**src/sv/blpa_pkg.sv**
```systemverilog
// Shared types, constants and operation codes of the binned load profile accumulator.
`timescale 1ns / 1ps

package blpa_pkg;

    // Default geometry and averaging limits.
    localparam int BIN_COUNT_DEF       = 72;
    localparam int BIN_WIDTH_DEF       = 500;
    localparam int TRUE_MEAN_LIMIT_DEF = 200;

    // Fixed limits of the position and count ranges.
    localparam int FULL_TURN     = 36000;
    localparam int IGNORE_MAX    = 6000;
    localparam int CAL_COUNT_MAX = 65000;
    localparam int PCT_SCALE     = 100;
    localparam int PCT_MAX       = 32767;

    // Shared divider geometry.
    localparam int DIV_W     = 32;
    localparam int DIVISOR_W = 16;
    localparam int DIV_STEPS = 2;

    // Operation codes.
    localparam logic [2:0] OP_CAL   = 3'd0;
    localparam logic [2:0] OP_LIVE  = 3'd1;
    localparam logic [2:0] OP_FAST  = 3'd2;
    localparam logic [2:0] OP_FIN   = 3'd3;
    localparam logic [2:0] OP_READ  = 3'd4;
    localparam logic [2:0] OP_CLEAR = 3'd5;

    // Configuration register indexes.
    localparam logic [2:0] CFG_MOVE_START  = 3'd0;
    localparam logic [2:0] CFG_MOVE_TARGET = 3'd1;
    localparam logic [2:0] CFG_IGNORE_LIVE = 3'd2;
    localparam logic [2:0] CFG_IGNORE_FAST = 3'd3;
    localparam logic [2:0] CFG_MIN_MOVE    = 3'd4;

    // One bin of one direction, as held in the bin memory.
    typedef struct packed {
        logic [31:0] cal_sum;
        logic [15:0] cal_count;
        logic [15:0] base;
        logic [15:0] live;
        logic [7:0]  live_count;
        logic [15:0] fast;
        logic        fast_seen;
    } t_entry;

    // Commands from the controller to the datapath.
    typedef struct packed {
        logic latch;
        logic bin_div_start;
        logic bin_capture;
        logic sw_read;
        logic sw_div_start;
        logic sw_write;
        logic sw_zero;
        logic set_bok;
        logic ent_read;
        logic ent_mul;
        logic ent_div_start;
        logic ent_write;
        logic pct_div_start;
        logic out_fire;
    } t_cmd;

    // Status from the datapath to the controller.
    typedef struct packed {
        logic [2:0] op;
        logic       div_done;
        logic       sw_last;
        logic       sw_div_need;
        logic       live_div_need;
        logic       pct_need;
    } t_sts;

endpackage

```
**src/sv/blpa_ctrl.sv**
```systemverilog
// Controller state machine that sequences every request through the datapath.
`timescale 1ns / 1ps

module blpa_ctrl (
    input  logic           i_clk,
    input  logic           i_rst_n,
    input  logic           i_start,
    output logic           o_busy,
    input  blpa_pkg::t_sts i_sts,
    output blpa_pkg::t_cmd o_cmd
);
    import blpa_pkg::*;

    localparam logic [4:0] S_CLR  = 5'd0;
    localparam logic [4:0] S_IDLE = 5'd1;
    localparam logic [4:0] S_BIN  = 5'd2;
    localparam logic [4:0] S_BINW = 5'd3;
    localparam logic [4:0] S_SWRD = 5'd4;
    localparam logic [4:0] S_SWWT = 5'd5;
    localparam logic [4:0] S_SWDV = 5'd6;
    localparam logic [4:0] S_SWWR = 5'd7;
    localparam logic [4:0] S_RD   = 5'd8;
    localparam logic [4:0] S_WT   = 5'd9;
    localparam logic [4:0] S_MUL  = 5'd10;
    localparam logic [4:0] S_UDV  = 5'd11;
    localparam logic [4:0] S_UWT  = 5'd12;
    localparam logic [4:0] S_WB   = 5'd13;
    localparam logic [4:0] S_PCT  = 5'd14;
    localparam logic [4:0] S_PWT  = 5'd15;
    localparam logic [4:0] S_OUT  = 5'd16;

    logic [4:0] r_state, n_state;

    always_comb begin
        n_state = r_state;
        o_cmd   = '0;
        unique case (r_state)
            S_CLR: begin
                o_cmd.sw_write = 1'b1;
                o_cmd.sw_zero  = 1'b1;
                if (i_sts.sw_last) begin
                    n_state = S_IDLE;
                end
            end
            S_IDLE: begin
                if (i_start) begin
                    o_cmd.latch = 1'b1;
                    n_state     = S_BIN;
                end
            end
            S_BIN: begin
                o_cmd.bin_div_start = 1'b1;
                n_state             = S_BINW;
            end
            S_BINW: begin
                if (i_sts.div_done) begin
                    o_cmd.bin_capture = 1'b1;
                    if (i_sts.op == OP_FIN || i_sts.op == OP_CLEAR) begin
                        n_state = S_SWRD;
                    end else begin
                        n_state = S_RD;
                    end
                end
            end
            S_SWRD: begin
                o_cmd.sw_read = 1'b1;
                n_state       = S_SWWT;
            end
            S_SWWT: begin
                if (i_sts.sw_div_need) begin
                    o_cmd.sw_div_start = 1'b1;
                    n_state            = S_SWDV;
                end else begin
                    n_state = S_SWWR;
                end
            end
            S_SWDV: begin
                if (i_sts.div_done) begin
                    n_state = S_SWWR;
                end
            end
            S_SWWR: begin
                o_cmd.sw_write = 1'b1;
                if (i_sts.sw_last) begin
                    o_cmd.set_bok = (i_sts.op == OP_FIN);
                    n_state       = S_RD;
                end else begin
                    n_state = S_SWRD;
                end
            end
            S_RD: begin
                o_cmd.ent_read = 1'b1;
                n_state        = S_WT;
            end
            S_WT: begin
                n_state = S_MUL;
            end
            S_MUL: begin
                o_cmd.ent_mul = 1'b1;
                n_state       = i_sts.live_div_need ? S_UDV : S_WB;
            end
            S_UDV: begin
                o_cmd.ent_div_start = 1'b1;
                n_state             = S_UWT;
            end
            S_UWT: begin
                if (i_sts.div_done) begin
                    n_state = S_WB;
                end
            end
            S_WB: begin
                o_cmd.ent_write = 1'b1;
                n_state         = S_PCT;
            end
            S_PCT: begin
                if (i_sts.pct_need) begin
                    o_cmd.pct_div_start = 1'b1;
                    n_state             = S_PWT;
                end else begin
                    n_state = S_OUT;
                end
            end
            S_PWT: begin
                if (i_sts.div_done) begin
                    n_state = S_OUT;
                end
            end
            S_OUT: begin
                o_cmd.out_fire = 1'b1;
                n_state        = S_IDLE;
            end
            default: begin
                n_state = S_IDLE;
            end
        endcase
    end

    always_ff @(posedge i_clk) begin
        if (!i_rst_n) begin
            r_state <= S_CLR;
        end else begin
            r_state <= n_state;
        end
    end

    assign o_busy = (r_state != S_IDLE);

endmodule

```
**config.mk**
```make
export PLATFORM = sky130hd
export DESIGN_NAME = blpa_ctrl
export DESIGN_NICKNAME = d
export VERILOG_FILES = /design/src/sv/blpa_pkg.sv /design/src/sv/blpa_ctrl.sv
export SDC_FILE = /design/constraint.sdc
export NUM_CORES = 1
export LEC_CHECK = 0
export BUFFER_PORTS_ARGS = -buffer_cell sky130_fd_sc_hd__buf_2
export CAP_MARGIN = 10
export CORE_UTILIZATION = 44
export CTS_BUF_LIST = sky130_fd_sc_hd__clkbuf_4 sky130_fd_sc_hd__clkbuf_8
export DETAILED_ROUTE_END_ITERATION = 6
export GPL_TIMING_DRIVEN = 0
export PLACE_DENSITY = 0.77
export SLEW_MARGIN = 10
export SYNTH_ARGS = -nofsm -noshare
export SYNTH_HDL_FRONTEND = slang
export SYNTH_SLANG_ARGS = --single-unit
```
**constraint.sdc**
```tcl
create_clock -name i_clk -period 1.4 [get_ports i_clk]
set_input_delay 0.07 -clock i_clk [delete_from_list [all_inputs] [get_ports i_clk]]
set_output_delay 0.07 -clock i_clk [all_outputs]
set_load 0.1 [all_outputs]
```
==> results.toml, run 1 <==
[status]
status = "did not finish"
stop_stage = "clock tree synthesis (4_1_cts)"
stop_error = "[ERROR DPL-0038] Utilization greater than 100%, impossible to legalize"

[logic_synthesis]
ys_warn_count = 0
ys_ff_latch = 5
synth_cell_types = 40
syn-num-nets = 102
ys_async_sr_fraction_pct = 0
synth_edf_count = 0
synthesis.instances = 91
syn_area_per_cell_um2 = 7.108
synth_flop_cell = "dfxtp_1"
syn-cell-area_um2 = 646.9
ys_seq_area_share_pct = 15.47

[clock_network]
post_cts_resized = 74
clockBufferDepth = 2
holdBufCountCts = 0
cts_buffers = 3
post-cts-setup-buffers = 18
htreeDepth = 1
clock-sinks = 5
root_buffer = "clkbuf_4"

[floorplanning]
die_x_um = 40.34
ios = 26
fp-row-count = 13
start_util_pct = 48.50
die_h_um = 40.34

[place]
place.gp.congestion = 0.8612
numPortBuffers = 25
dp_hpwl_um = 1569
## cell families after synthesis
family                 after synthesis  share of synthesized area [%]
AO/OA/AOI/OAI                       22                          26.31
XOR/XNOR                             2                          3.869
buffers and inverters               12                          9.668
flip-flops                           5                          15.47
AND/OR/NAND/NOR                     50                          44.68
## cell usage after synthesis, types with 2 or more instances
cell	count	area, µm²
nor2_1	9	33.78
nand2_1	7	26.28
dfxtp_1	5	100.1
and3_1	4	25.02
clkbuf_1	4	15.01
inv_1	4	15.01
nand2b_1	4	25.02
nand3_1	4	20.02
nor3_1	4	20.02
or3_1	4	25.02
a211oi_1	3	22.52
nor2b_1	3	18.77
a21o_1	2	15.01
a21oi_1	2	10.01
a311oi_1	2	17.52
buf_6	2	22.52
nand3b_1	2	15.01
nand4bb_1	2	22.52
o21ai_0	2	10.01
o31ai_1	2	15.01
## per-stage QoR
| step | instance area (µm²) | instances | util, % | hold WS [ns] | setup slack, ns |
|---|---|---|---|---|---|
| 2_1_floorplan | 830.8 | 91 | - | 0.2107 | -0.4948 |
| 3_3_place_gp | 974.7 | 131 | 73.08 | 0.3528 | -0.5299 |
| 3_5_place_dp | 974.7 | 131 | 73.08 | 0.3569 | -0.5777 |
==> run 2: changes to the inputs <==
CORE_AREA = 2 2 63 65   (was unset)
CORE_UTILIZATION = unset   (was 44)
CTS_BUF_LIST = unset   (was sky130_fd_sc_hd__clkbuf_4 sky130_fd_sc_hd__clkbuf_8)
DIE_AREA = 0 0 65 67   (was unset)
PLACE_DENSITY = unset   (was 0.77)
PLACE_DENSITY_LB_ADDON = 0.15   (was unset)
clock period = 1.8 ns   (was 1.4 ns; I/O delays follow)
==> run 2 against run 1 <==
The flow now finishes without violations. Area after synthesis stayed put. Synthesized cell count stayed put.
==> results.toml, run 2 <==
[sta]
fin_skew_ns = 0.004481
slew_viol_final = 0
min_period_ns = 1.750
fmax_mhz = 571.4
tightest_slew_ns = 0.4861
period_share_pct = 97.23
hold_violations = 0
slew_headroom_pct = 67.82
hold_ws_ns = 0.1666
finalSetupViolations = 0
worst_slack_ns = 0.04985
finalSetupTns_ns = 0
grt_setup_unrepaired = "yes"

[clock_network]
cts_buffers = 3
clk_latency_ns = 0.22
clockBufferDepth = 2
root_buffer = "clkbuf_8"
cts_tree = "built"
clock-sinks = 5
holdBufCountCts = 0
clk_pin_slew_worst_paths_ns = 0.04
htreeDepth = 1

[route]
wl_per_cell_um = 13.30
drt_iter0_markers = 69
firstDrtPassIters = 4
wl_um = 2248
drcViolationCount = 0
avgViaCountPerCell = 4.728
via_count = 799
ant_nets = 0

[power_and_ir_drop]
power_uw = 506.5
ir_drop_v = 0.0004420
leakagePower_nw = 0.4355
p_per_area_mw_per_mm2 = 486.5

[logic_synthesis]
synth-simple-area-share_pct = 44.68
synth_compound_area_share_pct = 26.31
synth_cell_types = 40
ys_async_sr_fraction_pct = 0
synth_xor_area_share_pct = 3.868
synthesis.instances = 91
ys_seq_area_share_pct = 15.47
synth_edf_count = 0
synthMuxAreaShare_pct = 0
synth_flop_cell = "dfxtp_1"
synth_top_family_by_area = "simple AND/OR/NAND/NOR gates"
syn_area_per_cell_um2 = 7.108
synth_top_area_share_pct = 15.47
synthTopCellsByArea = "dfxtp_1, nor2_1, nand2_1, and3_1, nand2b_1"
synth.largest_area_cell = "dfxtp_1"
syn-cell-area_um2 = 646.9
synth_fa_ha_area_share_pct = 0
ys_warn_count = 0
syn-num-nets = 102
yosysMostFrequentCell = "nor2_1"
ys_ff_latch = 5
synthTopCellsByCount = "nor2_1, nand2_1, dfxtp_1"

[grt]
grtUsageTotal_pct = 10.62
antenna_found_initial = 0
grt_pass1_vias = 706
gr-total-overflow = 0
grt_pass1_wl_um = 3512
grt_max_degree = 11

[place]
dp_hpwl_um = 1760
placed_cells = 164
dpl_worst_slack_ns = -0.03735
place.gp.congestion = 0.7912
numPortBuffers = 25

[floorplanning]
fp-row-count = 22
core-area_mm2 = 0.003606
die_h_um = 67
start_util_pct = 17.94
ios = 26
dieArea_mm2 = 0.004355
die_x_um = 65

[status]
status = "completed"

[layout]
reg.largest.list = "r_state (5)"
syn_to_final_growth_pct = 60.93
layout_commonest_cell = "buf_2"
stdcell_count = 169
fillers = 407
mostFrequentLayoutCells = "buf_2, nor2_1, buf_6, nand2_1, clkbuf_8"
largest_register_ffs = 5
drive_above_1_share_pct = 40.50
nNetsFinal = 133
antenna_cells = 0
top_register = "r_state"

[min_path]
min_path_type = "input pin to flip-flop"

[job]
maxCapViolations = 0

[setup_path]
crit_arrival_ns = 1.66
end_kind = "output pin"
worstPathMaxFanout = 10
required_ns = 1.71
cp-start-kind = "flip-flop"
critPathKind = "flip-flop to output pin"
==> run 2: cell counts after synthesis <==
Identical to the previous run, type by type.
==> run 2: cell families (layout without fill, tap and decap cells) <==
family / count (synthesis) / count (layout)
AND/OR/NAND/NOR: 50 / 50
AO/OA/AOI/OAI: 22 / 22
buffers and inverters: 12 / 42
flip-flops: 5 / 5
XOR/XNOR: 2 / 2
==> run 2: cell type report <==
cell class | count | area [µm²] | share of cell area [%]
multi-input combinational | 74 | 558.0 | 53.61
timing repair buffer | 26 | 182.7 | 17.55
sequential | 5 | 101.3 | 9.736
buffer | 8 | 78.83 | 7.572
inverter | 4 | 15.01 | 1.442
tap | 48 | 60.06 | 5.769
clock buffer | 4 | 45.04 | 4.327
==> run 2: final timing paths <==
kind | startpoint | end | slack, ns | cells past startpoint
worst min register to register | r_state[4] | r_state[0] | 0.65 | 2
worst max register to register | r_state[2] | r_state[1] | 0.16 | 5
worst max-delay path | r_state[1] | o_cmd[8] | 0.05 | 5
worst min-delay path | i_rst_n | r_state[3] | 0.17 | 3
==> run 2: report_power, final <==
group          switching, mW  internal [mW]
Sequential           0.00144          0.114
Clock                 0.0523          0.152
Combinational          0.125         0.0615
==> run 2: routing by layer <==
layer  share of wire, %  wire length [µm]  track usage [%]
met5                  0                 0                0
met2                 45              1003            15.98
met3                7.3               163            3.378
met1                 48              1069            14.44
met4               0.53                12            2.926
==> run 2: critical path, stage by stage (launching register included) <==
cell and delay (ns):
dfxtp_2 0.33, buf_6 0.14, clkbuf_8 0.17, or3_4 0.34, a211oi_4 0.25, buf_12 0.21
==> run 2: what timing repair did <==
| item | 4_1_cts | 5_1_grt |
|---|---|---|
| setup buffers | 1 | 0 |
| endpoints found under the setup margin | 10 | 8 |
| gates resized for setup | 13 | 9 |
==> run 2: through the flow <==
step / util (%) / instance area (µm²)
2_1_floorplan: - / 743.2
3_3_place_gp: 25.75 / 928.4
3_5_place_dp: 25.75 / 928.4
4_1_cts: 28.21 / 1017
5_1_grt: 28.87 / 1041
6_report: 28.87 / 1041
(Power assumes the default switching activity.)
==> run 3: changes to the inputs <==
--- a/config.mk
+++ b/config.mk
@@ -12,3 +12,2 @@
 export DIE_AREA = 0 0 65 67
-export GPL_TIMING_DRIVEN = 0
 export PLACE_DENSITY_LB_ADDON = 0.15
--- a/constraint.sdc
+++ b/constraint.sdc
@@ -3,2 +3,2 @@
 set_output_delay 0.09 -clock i_clk [all_outputs]
-set_load 0.1 [all_outputs]
+set_load 0.005 [all_outputs]
==> run 3 against run 2 <==
Hold slack worse by 0.020 ns. Flip-flop and latch count stayed put. Non-clock buffer count is 1 lower. Sequential share of layout area grew 1.8 points. Clock skew down 0.0040 ns. Global-route usage is 0.22 points lower. Clock power up 3%. Fmax increased by 8.9%. First-iteration DRC count is 46% lower. Cell count down 0.59%. Routed wire length down 2.8%.
==> results.toml, run 3 (synthesized netlist as in run 2, its figures left out) <==
[layout]
fillers = 425
fin_area_um2 = 892.1
top_register = "r_state"
antenna_cells = 0
layout_commonest_cell = "buf_2"
fin_util_pct = 24.74
nNetsFinal = 132
syn_to_final_growth_pct = 37.91
reg.largest.list = "r_state (5)"
drive_above_1_share_pct = 33.33
largest_register_ffs = 5
mostFrequentLayoutCells = "buf_2, nor2_1, buf_4, nand2_1"

[floorplanning]
core-area_mm2 = 0.003606
fp-row-count = 22
dieArea_mm2 = 0.004355
die_x_um = 65
ios = 26
start_util_pct = 17.94
die_h_um = 67

[power_and_ir_drop]
p_per_area_mw_per_mm2 = 466.6
ir_drop_v = 0.0001550
p_comb_share_pct = 19.6
leakagePower_nw = 0.4052
p_switching_uw = 110.0
switching_share_pct = 26.42
p_seq_share_pct = 29.8
p_int_uw = 306.3
clkPwrFrac_pct = 50.6

[setup_path]
crit_arrival_ns = 1.52
path_cells = "buf_4, or3_1, a211oi_1, buf_2"
cp_num_buf_inv = 2
required_ns = 1.71
critPathKind = "flip-flop to output pin"
worstPathMaxFanout = 7
cp_top_family = "flip-flops"
slowest_delay_ns = 0.36
cp-start-kind = "flip-flop"
crit_slowest_cell = "dfxtp_1"
end_kind = "output pin"

[sta]
finalSetupViolations = 0
tightest_slew_ns = 0.4129
period_share_pct = 89.26
fmax_mhz = 622.4
slew_headroom_pct = 72.31
finalSetupTns_ns = 0
slew_viol_final = 0
hold_violations = 0
grt_setup_unrepaired = "no"
min_period_ns = 1.607
worst_slack_ns = 0.1934
fin_skew_ns = 0.0005054

[clock_network]
clk_pin_slew_worst_paths_ns = 0.04
holdBufCountCts = 0
clock-sinks = 5
post-cts-setup-buffers = 0
cts_tree = "built"
clk_latency_ns = 0.22
root_buffer = "clkbuf_8"
htreeDepth = 1
post_cts_resized = 0
clockBufferDepth = 2
cts_buffers = 3

[grt]
grtUsageTotal_pct = 10.40
antenna_found_initial = 0
grt_pass1_wl_um = 3525
grt_max_degree = 17
grt_pass1_vias = 782
gr-total-overflow = 0

[route]
firstDrtPassIters = 5
wl_per_cell_um = 13.01
drcViolationCount = 0
wl_um = 2185
avgViaCountPerCell = 4.714
drt_iter0_markers = 37
via_count = 792
ant_nets = 0

[status]
status = "completed"

[place]
placed_area_um2 = 844.6
dp_hpwl_um = 1795
numPortBuffers = 25
dpl_worst_slack_ns = 0.1171
place.gp.congestion = 0.7771

[job]
maxCapViolations = 0

[min_path]
min_path_type = "input pin to flip-flop"
-- run 3: layout make-up --
type	instances	area, µm²	share of cell area (%)
clock buffers	4	45.04	5.049
inverters	4	15.01	1.683
multi-input cells	74	484.2	54.28
flip-flops and latches	5	102.6	11.50
well taps	48	60.06	6.732
repair buffers	33	185.2	20.76
-- run 3: metal layers --
layer | vias up | routed length, µm | track usage, %
met5 | - | 0 | 0
met4 | 0 | 85 | 5.585
met1 | 368 | 978 | 12.20
met3 | 6 | 130 | 3.209
li1 | 394 | - | -
met2 | 24 | 991 | 16.88
-- run 3: worst register-to-register path, cell delays in order (launching register included) --
cell,delay [ns]
dfxtp_2,0.38
or3_1,0.45
or3_1,0.41
o311a_1,0.14
o31a_1,0.10
-- run 3: through the flow --
stage	power, mW	hold slack [ns]	std cells
floorplan	0.1728	0.2165	91
global placement	0.2084	0.3760	164
detailed placement	0.2080	0.3766	164
CTS	0.4228	0.1459	168
global route	0.4394	0.1691	168
finish	0.4163	0.1469	168
-- run 3: worst paths after layout --
path	slack, ns	from	endpoint	cells past startpoint
worst max-delay path	0.19	r_state[2]	o_cmd[8]	4
worst min-delay path	0.15	i_rst_n	r_state[3]	3
worst max register to register	0.20	r_state[0]	r_state[0]	4
worst min register to register	0.62	r_state[1]	r_state[4]	1
-- run 3: power by group through the flow --
stage | logic [mW] | clock network [mW] | registers (mW)
2_1_floorplan | 0.0558 | 0 | 0.117
3_3_place_gp | 0.0832 | 0 | 0.125
3_5_place_dp | 0.0828 | 0 | 0.125
4_1_cts | 0.0833 | 0.216 | 0.123
5_1_grt | 0.0910 | 0.223 | 0.125
6_report | 0.0818 | 0.211 | 0.124
